<file path="src/rtl/assert_macros.svh">
// Assertion macros shared by the RC2 block RTL.
// Included by the modules that carry concurrent assertions.
`ifndef ASSERT_MACROS_SVH
`define ASSERT_MACROS_SVH
// same-cycle implication
`define ASSERT_IMPLIES(label, clk, rst, ante, cons) \
   label: assert property (@(posedge clk) disable iff (rst) (ante) |-> (cons)) \
      else $error("assertion failed");
// next-cycle implication
`define ASSERT_NEXT(label, clk, rst, ante, cons) \
   label: assert property (@(posedge clk) disable iff (rst) (ante) |=> (cons)) \
      else $error("assertion failed");
`endif

</file>
<file path="src/rtl/rc2_pkg.sv">
// Types, codes and the pi permutation for the RC2 block.
// No dependencies; used by rc2_round, rc2_expand and rc2_block_cipher.
`timescale 1ns / 1ps
`default_nettype none
package rc2_pkg;
   typedef logic [15:0] word_type;

   typedef enum logic [1:0] {
      REQ_KEY  = 2'd0,
      REQ_ENC  = 2'd1,
      REQ_DEC  = 2'd2,
      REQ_NONE = 2'd3
   } req_code_type;

   typedef enum logic [3:0] {
      EX_IDLE, EX_START, EX_STR_RD, EX_STR_WR, EX_CUT_RD, EX_CUT_WR,
      EX_FOLD_RD, EX_FOLD_WR, EX_COPY_RD, EX_COPY_WR
   } exp_state_type;

   typedef enum logic [1:0] {
      BK_IDLE, BK_ADDR, BK_EXEC, BK_DONE
   } blk_state_type;

   typedef struct packed {
      logic       dec;
      logic       mash;
      logic [1:0] idx;
   } round_ctl_type;

   localparam logic [7:0]  KEY_BYTES    = 8'd128;
   localparam logic [7:0]  KEY_LAST_IDX = 8'd127;
   localparam logic [10:0] EFF_BITS_MAX = 11'd1024;
   localparam logic [5:0]  KEY_WORD_TOP = 6'd63;
   localparam logic [3:0]  ROUND_LAST   = 4'd15;
   localparam logic [3:0]  MASH_RND_A   = 4'd4;
   localparam logic [3:0]  MASH_RND_B   = 4'd10;

   localparam logic [7:0] PI_TABLE [256] = '{
      8'hD9,8'h78,8'hF9,8'hC4,8'h19,8'hDD,8'hB5,8'hED,8'h28,8'hE9,8'hFD,8'h79,8'h4A,8'hA0,
      8'hD8,8'h9D,8'hC6,8'h7E,8'h37,8'h83,8'h2B,8'h76,8'h53,8'h8E,8'h62,8'h4C,8'h64,8'h88,
      8'h44,8'h8B,8'hFB,8'hA2,8'h17,8'h9A,8'h59,8'hF5,8'h87,8'hB3,8'h4F,8'h13,8'h61,8'h45,
      8'h6D,8'h8D,8'h09,8'h81,8'h7D,8'h32,8'hBD,8'h8F,8'h40,8'hEB,8'h86,8'hB7,8'h7B,8'h0B,
      8'hF0,8'h95,8'h21,8'h22,8'h5C,8'h6B,8'h4E,8'h82,8'h54,8'hD6,8'h65,8'h93,8'hCE,8'h60,
      8'hB2,8'h1C,8'h73,8'h56,8'hC0,8'h14,8'hA7,8'h8C,8'hF1,8'hDC,8'h12,8'h75,8'hCA,8'h1F,
      8'h3B,8'hBE,8'hE4,8'hD1,8'h42,8'h3D,8'hD4,8'h30,8'hA3,8'h3C,8'hB6,8'h26,8'h6F,8'hBF,
      8'h0E,8'hDA,8'h46,8'h69,8'h07,8'h57,8'h27,8'hF2,8'h1D,8'h9B,8'hBC,8'h94,8'h43,8'h03,
      8'hF8,8'h11,8'hC7,8'hF6,8'h90,8'hEF,8'h3E,8'hE7,8'h06,8'hC3,8'hD5,8'h2F,8'hC8,8'h66,
      8'h1E,8'hD7,8'h08,8'hE8,8'hEA,8'hDE,8'h80,8'h52,8'hEE,8'hF7,8'h84,8'hAA,8'h72,8'hAC,
      8'h35,8'h4D,8'h6A,8'h2A,8'h96,8'h1A,8'hD2,8'h71,8'h5A,8'h15,8'h49,8'h74,8'h4B,8'h9F,
      8'hD0,8'h5E,8'h04,8'h18,8'hA4,8'hEC,8'hC2,8'hE0,8'h41,8'h6E,8'h0F,8'h51,8'hCB,8'hCC,
      8'h24,8'h91,8'hAF,8'h50,8'hA1,8'hF4,8'h70,8'h39,8'h99,8'h7C,8'h3A,8'h85,8'h23,8'hB8,
      8'hB4,8'h7A,8'hFC,8'h02,8'h36,8'h5B,8'h25,8'h55,8'h97,8'h31,8'h2D,8'h5D,8'hFA,8'h98,
      8'hE3,8'h8A,8'h92,8'hAE,8'h05,8'hDF,8'h29,8'h10,8'h67,8'h6C,8'hBA,8'hC9,8'hD3,8'h00,
      8'hE6,8'hCF,8'hE1,8'h9E,8'hA8,8'h2C,8'h63,8'h16,8'h01,8'h3F,8'h58,8'hE2,8'h89,8'hA9,
      8'h0D,8'h38,8'h34,8'h1B,8'hAB,8'h33,8'hFF,8'hB0,8'hBB,8'h48,8'h0C,8'h5F,8'hB9,8'hB1,
      8'hCD,8'h2E,8'hC5,8'hF3,8'hDB,8'h47,8'hE5,8'hA5,8'h9C,8'h77,8'h0A,8'hA6,8'h20,8'h68,
      8'hFE,8'h7F,8'hC1,8'hAD
   };
endpackage
`default_nettype wire

</file>
<file path="src/rtl/rc2_ram.sv">
// Generic simple dual-port RAM: one write port, one registered read port.
// No dependencies.
`timescale 1ns / 1ps
`default_nettype none
module rc2_ram #(
   parameter int WIDTH = 8,
   parameter int DEPTH = 128
) (
   input  wire logic                     clock,
   input  wire logic                     we,
   input  wire logic [$clog2(DEPTH)-1:0] waddr,
   input  wire logic [WIDTH-1:0]         wdata,
   input  wire logic [$clog2(DEPTH)-1:0] raddr,
   output logic      [WIDTH-1:0]         rdata
);
   logic [WIDTH-1:0] mem_ff [DEPTH];

   always_ff @(posedge clock) begin
      if (we) begin
         mem_ff[waddr] <= wdata;
      end
      rdata <= mem_ff[raddr];
   end
endmodule
`default_nettype wire

</file>
<file path="src/rtl/rc2_round.sv">
// RC2 round unit: one mixing or mashing step on one of the four words.
// Depends on rc2_pkg.
`timescale 1ns / 1ps
`default_nettype none
module rc2_round (
   input  wire rc2_pkg::round_ctl_type  ctl,
   input  wire logic [3:0][15:0]        regs,
   input  wire rc2_pkg::word_type       kw,
   output rc2_pkg::word_type            result
);
   rc2_pkg::word_type cur, wa, wb, wc, mix, sum, rcur;

   always_comb begin
      cur = regs[ctl.idx];
      wa  = regs[ctl.idx + 2'd3];
      wb  = regs[ctl.idx + 2'd2];
      wc  = regs[ctl.idx + 2'd1];
      mix = (wa & wb) + (~wa & wc);
      sum = cur + kw + mix;
      case (ctl.idx)
         2'd0: rcur = {cur[0], cur[15:1]};
         2'd1: rcur = {cur[1:0], cur[15:2]};
         2'd2: rcur = {cur[2:0], cur[15:3]};
         default: rcur = {cur[4:0], cur[15:5]};
      endcase
      case ({ctl.mash, ctl.dec})
         2'b00: begin
            case (ctl.idx)
               2'd0: result = {sum[14:0], sum[15]};
               2'd1: result = {sum[13:0], sum[15:14]};
               2'd2: result = {sum[12:0], sum[15:13]};
               default: result = {sum[10:0], sum[15:11]};
            endcase
         end
         2'b01: result = rcur - kw - mix;
         2'b10: result = cur + kw;
         default: result = cur - kw;
      endcase
   end
endmodule
`default_nettype wire

</file>
<file path="src/rtl/rc2_expand.sv">
// RC2 key loading and expansion: byte store, pi stretch, bit limit, fold,
// then a copy into the 16-bit key word memory. Depends on rc2_pkg, rc2_ram.
`timescale 1ns / 1ps
`default_nettype none
`include "assert_macros.svh"
module rc2_expand (
   input  wire logic        clock,
   input  wire logic        reset,
   input  wire logic        key_valid,
   input  wire logic [7:0]  key_data,
   input  wire logic        key_last,
   input  wire logic [10:0] eff_bits,
   output logic             busy,
   output logic             key_loaded,
   output logic             word_we,
   output logic [5:0]       word_addr,
   output rc2_pkg::word_type word_data
);
   rc2_pkg::exp_state_type state_ff, state_in;
   logic [7:0] count_ff, count_in, idx_ff, idx_in, len_ff, len_in;
   logic [7:0] t8_ff, t8_in, tm_ff, tm_in, prev_ff, prev_in, low_ff, low_in;
   logic       loaded_ff, loaded_in;
   logic       bram_we;
   logic [6:0] bram_waddr, bram_raddr;
   logic [7:0] bram_wdata, bram_rdata;
   logic [7:0] pi_sel, pi_val, cut_idx, fold_addr, t8_new, tm_new;
   logic [10:0] bits, bits_p7;
   logic [2:0] tm_shift;

   rc2_ram #(.WIDTH(8), .DEPTH(128)) u_key_store (
      .clock(clock), .we(bram_we), .waddr(bram_waddr), .wdata(bram_wdata),
      .raddr(bram_raddr), .rdata(bram_rdata)
   );

   always_comb begin
      if (eff_bits == 11'd0) begin
         bits = 11'd1;
      end else if (eff_bits > rc2_pkg::EFF_BITS_MAX) begin
         bits = rc2_pkg::EFF_BITS_MAX;
      end else begin
         bits = eff_bits;
      end
      bits_p7  = bits + 11'd7;
      t8_new   = bits_p7[10:3];
      tm_shift = ~bits[2:0] + 3'd1;
      tm_new   = 8'hFF >> tm_shift;
      cut_idx  = rc2_pkg::KEY_BYTES - t8_ff;
      fold_addr = idx_ff - 8'd1 + t8_ff;
   end

   always_comb begin
      case (state_ff)
         rc2_pkg::EX_CUT_WR:  pi_sel = bram_rdata & tm_ff;
         rc2_pkg::EX_FOLD_WR: pi_sel = prev_ff ^ bram_rdata;
         default:             pi_sel = prev_ff + bram_rdata;
      endcase
      pi_val = rc2_pkg::PI_TABLE[pi_sel];
   end

   // next state
   always_comb begin
      state_in = state_ff;
      case (state_ff)
         rc2_pkg::EX_IDLE: begin
            if (key_valid && key_last) state_in = rc2_pkg::EX_START;
         end
         rc2_pkg::EX_START: begin
            state_in = (len_ff == rc2_pkg::KEY_BYTES) ? rc2_pkg::EX_CUT_RD
                                                      : rc2_pkg::EX_STR_RD;
         end
         rc2_pkg::EX_STR_RD: state_in = rc2_pkg::EX_STR_WR;
         rc2_pkg::EX_STR_WR: begin
            state_in = (idx_ff == rc2_pkg::KEY_LAST_IDX) ? rc2_pkg::EX_CUT_RD
                                                         : rc2_pkg::EX_STR_RD;
         end
         rc2_pkg::EX_CUT_RD: state_in = rc2_pkg::EX_CUT_WR;
         rc2_pkg::EX_CUT_WR: begin
            state_in = (idx_ff == 8'd0) ? rc2_pkg::EX_COPY_RD : rc2_pkg::EX_FOLD_RD;
         end
         rc2_pkg::EX_FOLD_RD: state_in = rc2_pkg::EX_FOLD_WR;
         rc2_pkg::EX_FOLD_WR: begin
            state_in = (idx_ff == 8'd1) ? rc2_pkg::EX_COPY_RD : rc2_pkg::EX_FOLD_RD;
         end
         rc2_pkg::EX_COPY_RD: state_in = rc2_pkg::EX_COPY_WR;
         rc2_pkg::EX_COPY_WR: begin
            state_in = (idx_ff == rc2_pkg::KEY_LAST_IDX) ? rc2_pkg::EX_IDLE
                                                         : rc2_pkg::EX_COPY_RD;
         end
         default: state_in = rc2_pkg::EX_IDLE;
      endcase
   end

   // outputs and datapath
   always_comb begin
      bram_we    = 1'b0;
      bram_waddr = idx_ff[6:0];
      bram_wdata = pi_val;
      bram_raddr = idx_ff[6:0];
      count_in   = count_ff;
      idx_in     = idx_ff;
      len_in     = len_ff;
      t8_in      = t8_ff;
      tm_in      = tm_ff;
      prev_in    = prev_ff;
      low_in     = low_ff;
      loaded_in  = loaded_ff;
      word_we    = 1'b0;
      case (state_ff)
         rc2_pkg::EX_IDLE: begin
            if (key_valid) begin
               if (count_ff == 8'd0) loaded_in = 1'b0;
               if (count_ff < rc2_pkg::KEY_BYTES) begin
                  bram_we    = 1'b1;
                  bram_waddr = count_ff[6:0];
                  bram_wdata = key_data;
                  prev_in    = key_data;
                  count_in   = count_ff + 8'd1;
               end
               if (key_last) begin
                  len_in   = count_in;
                  count_in = 8'd0;
                  t8_in    = t8_new;
                  tm_in    = tm_new;
               end
            end
         end
         rc2_pkg::EX_START: begin
            idx_in = (len_ff == rc2_pkg::KEY_BYTES) ? cut_idx : len_ff;
         end
         rc2_pkg::EX_STR_RD: bram_raddr = idx_ff[6:0] - len_ff[6:0];
         rc2_pkg::EX_STR_WR: begin
            bram_we = 1'b1;
            prev_in = pi_val;
            idx_in  = (idx_ff == rc2_pkg::KEY_LAST_IDX) ? cut_idx : idx_ff + 8'd1;
         end
         rc2_pkg::EX_CUT_WR: begin
            bram_we = 1'b1;
            prev_in = pi_val;
         end
         rc2_pkg::EX_FOLD_RD: bram_raddr = fold_addr[6:0];
         rc2_pkg::EX_FOLD_WR: begin
            bram_we    = 1'b1;
            idx_in     = idx_ff - 8'd1;
            bram_waddr = idx_in[6:0];
            prev_in    = pi_val;
         end
         rc2_pkg::EX_COPY_WR: begin
            if (!idx_ff[0]) begin
               low_in = bram_rdata;
            end else begin
               word_we = 1'b1;
            end
            if (idx_ff == rc2_pkg::KEY_LAST_IDX) begin
               loaded_in = 1'b1;
               idx_in    = 8'd0;
            end else begin
               idx_in = idx_ff + 8'd1;
            end
         end
         default: begin
         end
      endcase
   end

   assign busy       = (state_ff != rc2_pkg::EX_IDLE);
   assign key_loaded = loaded_ff;
   assign word_addr  = idx_ff[6:1];
   assign word_data  = {bram_rdata, low_ff};

   always_ff @(posedge clock) begin
      if (reset) begin
         state_ff  <= rc2_pkg::EX_IDLE;
         count_ff  <= 8'd0;
         idx_ff    <= 8'd0;
         loaded_ff <= 1'b0;
      end else begin
         state_ff  <= state_in;
         count_ff  <= count_in;
         idx_ff    <= idx_in;
         loaded_ff <= loaded_in;
      end
      len_ff  <= len_in;
      t8_ff   <= t8_in;
      tm_ff   <= tm_in;
      prev_ff <= prev_in;
      low_ff  <= low_in;
   end

   `ASSERT_IMPLIES(a_idx_range, clock, reset, 1'b1, idx_ff <= rc2_pkg::KEY_BYTES)
   `ASSERT_NEXT(a_copy_end_loads, clock, reset,
      state_ff == rc2_pkg::EX_COPY_WR && idx_ff == rc2_pkg::KEY_LAST_IDX,
      loaded_ff && state_ff == rc2_pkg::EX_IDLE)
endmodule
`default_nettype wire

</file>
<file path="src/rtl/rc2_block_cipher.sv">
// RC2 block cipher, top level: request handling, block sequencer, result register.
// Depends on rc2_pkg, rc2_expand, rc2_round, rc2_ram.
`timescale 1ns / 1ps
`default_nettype none
`include "assert_macros.svh"
// RC2 (RFC 2268) with on-chip key expansion. Send key bytes with req_type 0
// (item_last on the final byte), then encrypt (1) or decrypt (2) requests of
// four 16-bit words. An encrypt or decrypt request runs on one round unit
// that handles one word per step: each of the 72 steps (64 mixing, 8
// mashing) reads a key word from the 64 x 16 key memory in BK_ADDR and
// updates the word in BK_EXEC, then BK_DONE loads the result register
// once the output is free. A new request is taken only back in BK_IDLE,
// after the result is registered. A request without a loaded key goes
// straight to BK_DONE and answers with zeros and status 1. The final key
// byte starts expansion; no request is taken meanwhile. The effective-bits
// register may be written at any time through csr_ and takes effect at the
// next expansion.
module rc2_block_cipher (
   input  wire logic        clock,
   input  wire logic        reset,
   input  wire logic        req_valid,
   output logic             req_ready,
   input  wire logic [1:0]  req_type,
   input  wire logic [7:0]  req_key_byte,
   input  wire logic        req_item_last,
   input  wire logic [15:0] req_word_a,
   input  wire logic [15:0] req_word_b,
   input  wire logic [15:0] req_word_c,
   input  wire logic [15:0] req_word_d,
   output logic             rsp_valid,
   input  wire logic        rsp_ready,
   output logic [15:0]      rsp_out_a,
   output logic [15:0]      rsp_out_b,
   output logic [15:0]      rsp_out_c,
   output logic [15:0]      rsp_out_d,
   output logic             rsp_status,
   output logic             rsp_last_block,
   input  wire logic        csr_valid,
   output logic             csr_ready,
   input  wire logic [10:0] csr_effective_bits
);
   rc2_pkg::blk_state_type state_ff, state_in;
   logic [10:0]      eff_ff;
   logic [3:0][15:0] r_ff, r_in;
   logic [3:0]       rnd_ff, rnd_in;
   logic [1:0]       sub_ff, sub_in, kidx;
   logic             mash_ff, mash_in, dec_ff, dec_in, last_ff, last_in;
   logic             nokey_ff, nokey_in;
   logic [5:0]       j_ff, j_in, kaddr;
   logic             rsp_valid_ff, rsp_valid_in;
   logic [3:0][15:0] out_ff, out_in;
   logic             status_ff, status_in, olast_ff, olast_in;
   logic             accept, key_valid, exp_busy, key_loaded, out_free;
   logic             word_we;
   logic [5:0]       word_addr;
   rc2_pkg::word_type word_data, kw, round_res;
   rc2_pkg::round_ctl_type ctl;
   logic             mash_round;

   rc2_expand u_expand (
      .clock(clock), .reset(reset), .key_valid(key_valid), .key_data(req_key_byte),
      .key_last(req_item_last), .eff_bits(eff_ff), .busy(exp_busy),
      .key_loaded(key_loaded), .word_we(word_we), .word_addr(word_addr),
      .word_data(word_data)
   );

   rc2_ram #(.WIDTH(16), .DEPTH(64)) u_key_words (
      .clock(clock), .we(word_we), .waddr(word_addr), .wdata(word_data),
      .raddr(kaddr), .rdata(kw)
   );

   rc2_round u_round (.ctl(ctl), .regs(r_ff), .kw(kw), .result(round_res));

   assign req_ready = (state_ff == rc2_pkg::BK_IDLE) && !exp_busy;
   assign accept    = req_valid && req_ready;
   assign key_valid = accept && (req_type == rc2_pkg::REQ_KEY);
   assign csr_ready = 1'b1;
   assign out_free  = !rsp_valid_ff || rsp_ready;
   assign kidx      = dec_ff ? ~sub_ff : sub_ff;
   assign ctl       = '{dec: dec_ff, mash: mash_ff, idx: kidx};
   assign kaddr     = mash_ff ? r_ff[kidx + 2'd3][5:0] : j_ff;
   assign mash_round = (rnd_ff == rc2_pkg::MASH_RND_A) || (rnd_ff == rc2_pkg::MASH_RND_B);

   // next state
   always_comb begin
      state_in = state_ff;
      case (state_ff)
         rc2_pkg::BK_IDLE: begin
            if (accept && (req_type == rc2_pkg::REQ_ENC || req_type == rc2_pkg::REQ_DEC)) begin
               state_in = key_loaded ? rc2_pkg::BK_ADDR : rc2_pkg::BK_DONE;
            end
         end
         rc2_pkg::BK_ADDR: state_in = rc2_pkg::BK_EXEC;
         rc2_pkg::BK_EXEC: begin
            if (sub_ff == 2'd3 && (mash_ff || !mash_round)
                && rnd_ff == rc2_pkg::ROUND_LAST) begin
               state_in = rc2_pkg::BK_DONE;
            end else begin
               state_in = rc2_pkg::BK_ADDR;
            end
         end
         rc2_pkg::BK_DONE: begin
            if (out_free) state_in = rc2_pkg::BK_IDLE;
         end
         default: state_in = rc2_pkg::BK_IDLE;
      endcase
   end

   // outputs and datapath
   always_comb begin
      r_in         = r_ff;
      rnd_in       = rnd_ff;
      sub_in       = sub_ff;
      mash_in      = mash_ff;
      dec_in       = dec_ff;
      last_in      = last_ff;
      nokey_in     = nokey_ff;
      j_in         = j_ff;
      out_in       = out_ff;
      status_in    = status_ff;
      olast_in     = olast_ff;
      rsp_valid_in = rsp_valid_ff && !rsp_ready;
      case (state_ff)
         rc2_pkg::BK_IDLE: begin
            if (accept) begin
               r_in     = {req_word_d, req_word_c, req_word_b, req_word_a};
               dec_in   = (req_type == rc2_pkg::REQ_DEC);
               last_in  = req_item_last;
               nokey_in = !key_loaded;
               j_in     = (req_type == rc2_pkg::REQ_DEC) ? rc2_pkg::KEY_WORD_TOP : 6'd0;
               rnd_in   = 4'd0;
               sub_in   = 2'd0;
               mash_in  = 1'b0;
            end
         end
         rc2_pkg::BK_EXEC: begin
            r_in[kidx] = round_res;
            sub_in     = sub_ff + 2'd1;
            if (!mash_ff) j_in = dec_ff ? j_ff - 6'd1 : j_ff + 6'd1;
            if (sub_ff == 2'd3) begin
               if (!mash_ff && mash_round) begin
                  mash_in = 1'b1;
               end else begin
                  mash_in = 1'b0;
                  rnd_in  = rnd_ff + 4'd1;
               end
            end
         end
         rc2_pkg::BK_DONE: begin
            if (out_free) begin
               out_in       = nokey_ff ? '0 : r_ff;
               status_in    = nokey_ff;
               olast_in     = last_ff;
               rsp_valid_in = 1'b1;
            end
         end
         default: begin
         end
      endcase
   end

   always_ff @(posedge clock) begin
      if (reset) begin
         state_ff     <= rc2_pkg::BK_IDLE;
         rsp_valid_ff <= 1'b0;
         eff_ff       <= rc2_pkg::EFF_BITS_MAX;
      end else begin
         state_ff     <= state_in;
         rsp_valid_ff <= rsp_valid_in;
         if (csr_valid && csr_ready) eff_ff <= csr_effective_bits;
      end
      r_ff      <= r_in;
      rnd_ff    <= rnd_in;
      sub_ff    <= sub_in;
      mash_ff   <= mash_in;
      dec_ff    <= dec_in;
      last_ff   <= last_in;
      nokey_ff  <= nokey_in;
      j_ff      <= j_in;
      out_ff    <= out_in;
      status_ff <= status_in;
      olast_ff  <= olast_in;
   end

   assign rsp_valid      = rsp_valid_ff;
   assign rsp_out_a      = out_ff[0];
   assign rsp_out_b      = out_ff[1];
   assign rsp_out_c      = out_ff[2];
   assign rsp_out_d      = out_ff[3];
   assign rsp_status     = status_ff;
   assign rsp_last_block = olast_ff;

   `ASSERT_IMPLIES(a_expand_blocks, clock, reset, exp_busy, !req_ready)
   `ASSERT_NEXT(a_done_loads, clock, reset,
      state_ff == rc2_pkg::BK_DONE && !rsp_valid_ff, rsp_valid_ff)
   `ASSERT_NEXT(a_keyed_starts, clock, reset,
      accept && key_loaded && req_type == rc2_pkg::REQ_ENC,
      state_ff == rc2_pkg::BK_ADDR)
endmodule
`default_nettype wire
</file>
<file path="config.mk">
export PLATFORM = sky130hd
export DESIGN_NAME = rc2_block_cipher
export DESIGN_NICKNAME = d
export VERILOG_FILES = /design/src/rtl/rc2_pkg.sv /design/src/rtl/rc2_ram.sv /design/src/rtl/rc2_round.sv /design/src/rtl/rc2_expand.sv /design/src/rtl/rc2_block_cipher.sv
export VERILOG_INCLUDE_DIRS = /design/src /design/src/rtl
export SDC_FILE = /design/constraint.sdc
export NUM_CORES = 2
export LEC_CHECK = 0
export BUFFER_PORTS_ARGS = -buffer_cell sky130_fd_sc_hd__buf_2
export CORE_ASPECT_RATIO = 1.4
export CORE_MARGIN = 2
export CORE_UTILIZATION = 57
export DETAILED_ROUTE_END_ITERATION = 16
export PLACE_DENSITY = 0.73
export SLEW_MARGIN = 20
export SYNTH_ARGS = -nofsm -noshare
export SYNTH_HDL_FRONTEND = slang
export SYNTH_HIERARCHICAL = 1
export SYNTH_SLANG_ARGS = --single-unit
</file>
<file path="constraint.sdc">
create_clock -name clock -period 28.8 [get_ports clock]
set_clock_uncertainty 0.05 [all_clocks]
set_input_delay 5.76 -clock clock [delete_from_list [all_inputs] [get_ports clock]]
set_output_delay 5.76 -clock clock [all_outputs]
set_load 0.05 [all_outputs]
</file>
==> Yosys cells after proc, flatten, opt, wreduce, memory -nomap -nowiden <==
Memory sizes are Yosys's and may differ from the RTL's. A register that Yosys moved wholly into a read port is not among the register bits.
Cells that the tools add are included.
{ "word_totals": {"reg_bits": 221, "latch_bits": 0, "mem_bits_rw": 2048, "mem_bits_ro": 2048, "input_bits": 91, "output_inout_bits": 69, "wordCells": 235, "n_memories": 3} }
{ "memory_table": {"columns": ["memory", "words", "width", "rd", "rd_ports_with_merged_regs", "write_ports", "line", "text"], "rows": [
  ["(name not given)", 256, 8, 1, 0, 0, "rc2_expand.sv:57", "pi_val = rc2_pkg::PI_TABLE[pi_sel];"],
  ["u_expand.u_key_store.mem_ff", 128, 8, 1, 1, 1, "rc2_ram.sv:16", "logic [WIDTH-1:0] mem_ff [DEPTH];"],
  ["u_key_words.mem_ff", 64, 16, 1, 1, 1, "rc2_ram.sv:16", null]
]} }
{ "classes": {"add_sub_neg": 22, "n_mul": 0, "n_div": 0, "magnitude_cmp": 8, "eq_ne": 36, "shifts": 1, "muxes": 81, "bitwise": 9, "reduce_logical": 46} }
{ "ops": {"columns": ["op", "n"], "rows": [
  ["one-hot mux 16 bit (3 select lines)", 3],
  ["binary-select mux 16 bit (select 2 bit)", 4],
  ["one-hot mux 64 bit (2 select lines)", 1],
  ["two-way mux 8 bit", 12],
  ["two-way mux 16 bit", 5],
  ["bitwise mux 64 bit", 1],
  ["two-way mux 64 bit", 1],
  ["adder 16 bit", 3],
  ["subtractor 16 bit", 3],
  ["one-hot mux 4 bit (10 select lines)", 1],
  ["AND 16 bit", 2],
  ["demux 16 bit (select 2 bit)", 1],
  ["one-hot mux 8 bit (2 select lines)", 2],
  ["one-hot mux 8 bit (4 select lines)", 1],
  ["two-way mux 6 bit", 5],
  ["two-way mux 4 bit", 7],
  ["one-hot mux 7 bit (2 select lines)", 2],
  ["two-way mux 11 bit", 2],
  ["equality test 4 x 3 -> 1 bit (second input constant)", 5],
  ["adder 8 x 1 -> 8 bit (second input constant)", 2],
  ["equality test 4 bit (second input constant)", 4],
  ["zero test 8 bit", 2],
  ["two-way mux 1 bit", 16],
  ["NOT 16 bit", 1],
  ["other kinds (53)", 117]
]} }

==> Logic depth before layout (Yosys ltp) <==
{ "logic_depth": {"word_depth": 13, "depth_mapped": 37, "ltp_nobuf": 29} }

==> By module <==
The synthesis kept the hierarchy.
{ "modules_own_cells": {"columns": ["module", "n_inst", "cells_each", "area_each_um2", "seq_area_each_um2"], "rows": [
  ["rc2_ram at u_key_words", 1, 1829, 40042.2, 31069.8],
  ["rc2_ram at u_expand.u_key_store", 1, 1635, 39665.5, 30909.6],
  ["rc2_expand", 1, 1101, 8015.2, 1591.5],
  ["rc2_block_cipher", 1, 584, 7050.5, 4664.5],
  ["rc2_round", 1, 875, 6590.1, 0.0]
]} }

==> Least setup slack after synthesis <==
No wires, ideal clock.
{ "synth_path": {"path_type": "input-to-reg", "start": "input req_valid", "end": "memory u_expand.u_key_store.mem_ff[0][1], data pin", "setup_ns": 1.228, "arrival_ns": 12.013, "required_time_ns": 27.522, "slack_ns": 15.509, "stages": 7, "path_buffers": 1, "path_cell_list": "nand2b_1 nor3_1 and2_1 nand2_1 nor2_1 clkbuf_1 o31ai_1"} }
{ "synth_via": {"elab_chain_cells": 4} }
{ "synth_lines": {"columns": ["item", "line", "text"], "rows": [
  ["from (decl)", "rc2_block_cipher.sv:21", "input wire logic req_valid,"],
  ["logical AND 1 bit", "rc2_block_cipher.sv:75", "assign accept = req_valid && req_ready;"],
  ["logical AND 1 bit", "rc2_block_cipher.sv:76", "assign key_valid = accept && (req_type == rc2_pkg::REQ_KEY);"],
  ["named net key_valid", "rc2_block_cipher.sv:53", "logic accept, key_valid, exp_busy, key_loaded, out_free;"],
  ["two-way mux 8 bit", "rc2_expand.sv:110", "if (key_valid) begin"],
  ["two-way mux 8 bit", "rc2_expand.sv:108", "case (state_ff)"],
  ["named net u_expand.bram_wdata[1]", "rc2_expand.sv:25", "logic [7:0] bram_wdata, bram_rdata;"],
  ["to (decl)", "rc2_ram.sv:16", null]
]} }
The timed path passes the listed nets, and every way through them passes these cells.

==> Worst setup path in the final report <==
{ "layout_path": {"start": "input req_valid", "end": "memory u_expand.u_key_store.mem_ff[12][6], in the netlist u_expand/u_key_store/mem_ff[6][6], enable pin"} }
{ "layout_via": {"word_cells_on_any_way": 8, "cone_classes": "mux: 6; reduce/logical: 2"} }
{ "layout_rtl": {"columns": ["item", "line", "text"], "rows": [
  ["logical AND 1 bit", "rc2_block_cipher.sv:75", null],
  ["logical AND 1 bit", "rc2_block_cipher.sv:76", null],
  ["named net key_valid", "rc2_block_cipher.sv:53", null],
  ["two-way mux 7 bit", "rc2_expand.sv:110", null],
  ["one-hot mux 7 bit (2 select lines)", "rc2_expand.sv:108", null],
  ["named net u_expand.bram_waddr[0]", "rc2_expand.sv:24", "logic [6:0] bram_waddr, bram_raddr;"]
]} }
The timed path passes the listed nets, and every way through them passes these cells.

==> impl_metrics.xml <==
<?xml version="1.0" encoding="UTF-8"?>
<metrics>
  <group name="detailed_routing">
    <metric name="detail-route-antenna-nets" unit="">0</metric>
    <metric name="drt_first_pass_iters" unit="">7</metric>
    <metric name="wl_per_cell" unit="um">30.9</metric>
    <metric name="detail_route.vias_per_cell" unit="">6.70</metric>
    <metric name="detail_route.wirelength.met1" unit="um">95300</metric>
    <metric name="via_count" unit="">58131</metric>
    <metric name="initialDrtViolationCount" unit="">7508</metric>
    <metric name="wl_met2" unit="um">137000</metric>
    <metric name="drc" unit="">0</metric>
    <metric name="highest-signal-layer" unit="">met5</metric>
    <metric name="dr_wl_met3" unit="um">20500</metric>
    <metric name="totalWireLength" unit="um">268000</metric>
  </group>
  <group name="clock_network">
    <metric name="number_of_buffers_added_to_fix_hold_violations_after_cts" unit="">0</metric>
    <metric name="cts-htree-levels" unit="">4</metric>
    <metric name="clock_insertion_delay_at_the_later_pin_of_the_skew_report" unit="ns">0.88</metric>
    <metric name="max-clock-path-buffers" unit="">3</metric>
    <metric name="number_of_cts_inserted_buffers" unit="">199</metric>
    <metric name="postCtsResizedCells" unit="">0</metric>
    <metric name="cts.sinks" unit="">2292</metric>
    <metric name="number_of_post_cts_setup_repair_buffers" unit="">0</metric>
    <metric name="cts_tree" unit="">yes</metric>
    <metric name="root_buf_cell" unit="">clkbuf_16</metric>
    <metric name="clk_pin_slew_worst_paths" unit="ns">0.06</metric>
  </group>
  <group name="logic_synthesis">
    <metric name="syn_area" unit="sq mm">0.101</metric>
    <metric name="synth-seq-cells" unit="">2292</metric>
    <metric name="yosysSeqAreaShare" unit="">0.673</metric>
    <metric name="synthesis.nets" unit="">6267</metric>
    <metric name="synth_warnings" unit="">6</metric>
    <metric name="synth_enable_flop_cells" unit="">2233</metric>
    <metric name="post_synth.cell_area_avg" unit="sq um">16.8</metric>
    <metric name="asyncSetResetFlopFracSynth" unit="">0</metric>
    <metric name="synth_cell_type_count" unit="">120</metric>
    <metric name="synth_cells" unit="">6024</metric>
    <metric name="synth-main-ff-cell" unit="">edfxtp_1</metric>
  </group>
  <group name="setup_path">
    <metric name="worst_r2r_endpoint" unit="">r_ff[60]$_DFFE_PP_</metric>
    <metric name="worstRegToRegCells" unit="">25</metric>
    <metric name="worst_path_fanout_max" unit="">19</metric>
    <metric name="cp_common_cell" unit="">nor2_1</metric>
    <metric name="timing.critical_path.cells" unit="">buf_2 &gt; nand2b_1 &gt; nor3_2 &gt; and2_1 &gt; nand2_1 &gt; nor2_2 &gt; nor2_1 &gt; a221o_1 &gt; nor2b_1 &gt; nand3_1 &gt; buf_4 &gt; nor2_1</metric>
    <metric name="critical_path_class" unit="">in2reg</metric>
    <metric name="timing.critical_path.slowest_stage_cell" unit="">nor2_2</metric>
    <metric name="worst-endpoint-arrival" unit="ns">10.83</metric>
    <metric name="critPathCaptureType" unit="">register</metric>
    <metric name="worst_ep_required_time" unit="ns">29.18</metric>
    <metric name="r2r_setup_slack" unit="ns">20.16</metric>
    <metric name="rr_startpoint" unit="">dec_ff$_DFFE_PP_</metric>
    <metric name="critPathLaunchType" unit="">primary input</metric>
    <metric name="worst_path_largest_cell_delay" unit="ns">0.84</metric>
  </group>
  <group name="final_layout">
    <metric name="final_design_area_no_fill" unit="sq mm">0.112</metric>
    <metric name="layout-area-overhead-vs-synth" unit="%">10.1</metric>
    <metric name="drive_gt1_frac" unit="">0.216</metric>
    <metric name="instances_no_fill" unit="">8673</metric>
    <metric name="num-fill-cells" unit="">12165</metric>
    <metric name="final_net_count" unit="">6428</metric>
  </group>
  <group name="placement">
    <metric name="post-place-ws" unit="ns">17.46</metric>
    <metric name="gpl.final_weighted_congestion" unit="">0.978</metric>
    <metric name="dp_hpwl" unit="um">172000</metric>
    <metric name="dpl_cell_area" unit="sq mm">0.105</metric>
    <metric name="numPortBuffers" unit="">158</metric>
    <metric name="post-place-cells" unit="">8296</metric>
  </group>
  <group name="global_route">
    <metric name="grt_overflow_total" unit="">0</metric>
    <metric name="first_global_vias" unit="">57548</metric>
    <metric name="groute.usage.overall" unit="">0.295</metric>
    <metric name="maximum_number_of_pins_on_one_net_before_global_route_repair" unit="">150</metric>
    <metric name="grt_first_pass_wirelength" unit="um">390000</metric>
    <metric name="antenna_found_initial" unit="">7</metric>
  </group>
  <group name="pwr">
    <metric name="power.net_switching" unit="uW">4210</metric>
    <metric name="share_seq_of_total_power" unit="">0.379</metric>
    <metric name="portion_of_total_power_attributed_to_the_clock_network" unit="">0.244</metric>
    <metric name="power-per-cell-area" unit="mW/mm^2">103</metric>
    <metric name="max-vdd-ir-drop" unit="mV">0.139</metric>
    <metric name="power.combinational.fraction" unit="">0.377</metric>
    <metric name="leakage" unit="uW">0.0357</metric>
    <metric name="p_int" unit="uW">7230</metric>
    <metric name="switching_share" unit="">0.368</metric>
  </group>
  <group name="timing">
    <metric name="grt_setup_unrepaired" unit="">no</metric>
    <metric name="period_minus_slack" unit="ns">10.45</metric>
    <metric name="setup-tns-final" unit="ns">0</metric>
    <metric name="timing_hold_violations_final" unit="">0</metric>
    <metric name="report.final.slew_viol_count" unit="">0</metric>
    <metric name="worst_pin_slew" unit="ns">1.22</metric>
    <metric name="setup_viol_count_final" unit="">0</metric>
    <metric name="fmax" unit="MHz">95.7</metric>
    <metric name="worst_setup_slack_after_layout" unit="ns">18.35</metric>
    <metric name="final_cycle_share" unit="">0.363</metric>
    <metric name="slew_headroom" unit="">0.175</metric>
  </group>
  <group name="floorplanning">
    <metric name="num_rows" unit="">183</metric>
    <metric name="floorplan.core_area" unit="sq mm">0.177</metric>
    <metric name="die-height" unit="um">503</metric>
    <metric name="num_io_pins" unit="">160</metric>
    <metric name="die-area" unit="sq mm">0.181</metric>
    <metric name="die_width" unit="um">360</metric>
    <metric name="start_util" unit="">0.572</metric>
  </group>
  <group name="min_path">
    <metric name="timing.hold.worst.start" unit="">u_expand/low_ff[5]$_DFFE_PP_</metric>
    <metric name="holdPathEnd" unit="">u_key_words/mem_ff[21][5]$_DFFE_PP_</metric>
    <metric name="holdPathStages" unit="">0</metric>
    <metric name="hold_path_class" unit="">reg2reg</metric>
  </group>
  <group name="status">
    <metric name="status" unit="">complete, no violations</metric>
  </group>
  <group name="job">
    <metric name="maxCapViolations" unit="">0</metric>
  </group>
</metrics>
## layout by cell type, fill, tap and decap left out, types with 27 or more instances in the layout
cell type | synthesis | routed
clkinv_1 | 1 | 37
xor2_1 | 41 | 40
xnor2_1 | 78 | 78
nand2_1 | 386 | 386
o21ai_0 | 190 | 182
buf_4 | 41 | 171
mux2i_1 | 135 | 135
a31oi_1 | 48 | 47
clkbuf_1 | 165 | 28
dfxtp_1 | 59 | 51
ha_1 | 136 | 136
a211oi_1 | 46 | 46
edfxtp_1 | 2233 | 2233
clkbuf_16 | 0 | 199
clkinv_2 | 0 | 27
nand4_1 | 33 | 33
a22oi_1 | 51 | 51
mux4_2 | 582 | 582
nor2b_1 | 126 | 126
nor2_1 | 413 | 411
buf_2 | 100 | 158
a21oi_1 | 171 | 170
mux2_2 | 53 | 49
nor3_1 | 73 | 67
nand2b_1 | 30 | 29
a21o_1 | 28 | 28
bufinv_16 | 0 | 28
o211ai_1 | 32 | 32
a221oi_1 | 31 | 31
inv_1 | 114 | 113
nand3_1 | 97 | 97
## synth_stat cells, types with 18 or more instances
| cell | instances | area share |
|---|---|---|
| o211ai_1 | 32 | 0.0024 |
| nor3_1 | 73 | 0.0036 |
| nor2b_1 | 126 | 0.0078 |
| a221oi_1 | 31 | 0.0027 |
| xnor2_1 | 78 | 0.0067 |
| buf_1 | 32 | 0.0012 |
| a31oi_1 | 48 | 0.0030 |
| a221o_1 | 18 | 0.0018 |
| nand2b_1 | 30 | 0.0019 |
| ha_1 | 136 | 0.017 |
| a311oi_1 | 19 | 0.0016 |
| buf_6 | 24 | 0.0027 |
| inv_1 | 114 | 0.0042 |
| clkbuf_1 | 165 | 0.0061 |
| a21o_1 | 28 | 0.0021 |
| xor2_1 | 41 | 0.0035 |
| a211oi_1 | 46 | 0.0034 |
| buf_4 | 41 | 0.0030 |
| a21oi_1 | 171 | 0.0084 |
| o21ai_0 | 190 | 0.0094 |
| nor2_1 | 413 | 0.015 |
| mux2i_1 | 135 | 0.013 |
| and2_1 | 18 | 0.0011 |
| edfxtp_1 | 2233 | 0.66 |
| nand2_1 | 386 | 0.014 |
| mux2_2 | 53 | 0.0059 |
| dfxtp_1 | 59 | 0.012 |
| nand3_1 | 97 | 0.0048 |
| buf_2 | 100 | 0.0049 |
| mux4_2 | 582 | 0.13 |
| nand4_1 | 33 | 0.0020 |
| a22oi_1 | 51 | 0.0038 |
## worst max path at each step
stage | end | start
5_1_grt | u_expand/u_key_store/mem_ff[98][1]$_DFFE_PP_ | req_valid
6_report | u_expand/u_key_store/mem_ff[6][6]$_DFFE_PP_ | req_valid
4_1_cts | u_expand/u_key_store/mem_ff[82][7]$_DFFE_PP_ | req_valid
2_1_floorplan | u_expand/u_key_store/mem_ff[0][1]$_DFFE_PP_ | req_valid
3_3_place_gp | u_expand/u_key_store/mem_ff[82][2]$_DFFE_PP_ | req_valid
3_5_place_dp | u_expand/u_key_store/mem_ff[102][7]$_DFFE_PP_ | req_valid
## worst max-delay path: cells and delay by family
family	cells	cell delay, ns
buf+inv	2	0.45
compound gates	1	0.68
simple gates	9	3.91
## power by group through the flow
stage	registers (uW)	clock network (uW)	logic [uW]
3_5_place_dp	4410	0	4220
3_3_place_gp	4410	0	4190
2_1_floorplan	4470	0	2820
6_report	4340	2790	4310
5_1_grt	4350	2950	4590
4_1_cts	4340	2820	4250
## metal layers
metal  global-route usage  vias to the layer above
met5                    0                        -
met2                0.506                     3136
li1                     -                    24462
met3               0.0438                      717
met1                0.367                    29812
met4                0.149                        4
## through the flow
step | power, uW | util | hold slack, ns
after floorplan | 7290 | - | 0.350
after global placement | 8600 | 0.591 | 0.471
after detailed placement | 8640 | 0.591 | 0.481
after CTS | 11400 | 0.630 | 0.492
after global routing | 11900 | 0.630 | 0.534
final | 11400 | 0.630 | 0.488
## registers in the layout (all words and copies together), names as in the netlist, 11 cells and up
name	cells
rsp_out_a	16
rsp_out_c	16
rsp_out_b	16
r_ff	64
u_key_words/mem_ff	1024
u_expand/u_key_store/mem_ff	1024
eff_ff	11
rsp_out_d	16
u_key_words/rdata	16
## kinds of logic (layout without fill, tap and decap cells)
| logic type | count (synthesis) | after routing | synth area share |
|---|---|---|---|
| adders and majority gates | 153 | 153 | 0.0201 |
| muxes | 785 | 785 | 0.151 |
| AOI/OAI and AO/OA | 876 | 876 | 0.0594 |
| buffers and inverters | 489 | 822 | 0.0238 |
| other | 1 | 5 | 0.0000370 |
| DFF | 2292 | 2292 | 0.673 |
| xor gates and xnor gates | 123 | 123 | 0.0112 |
| and+or+nand+nor | 1305 | 1305 | 0.0610 |
## area by class of cell
| type | instances | area [sq um] | share of cell area |
|---|---|---|---|
| flip-flops and latches | 2292 | 68200 | 0.611 |
| multi-input cells | 3243 | 30900 | 0.277 |
| clock buffers | 231 | 5140 | 0.0460 |
| well taps | 2312 | 2890 | 0.0259 |
| repair buffers | 333 | 2150 | 0.0193 |
| clock inverters | 142 | 1790 | 0.0161 |
| inverters | 116 | 435 | 0.00390 |
| diodes | 4 | 10.0 | 0.0000897 |
No activity file was read; power rests on OpenSTA's default activity.
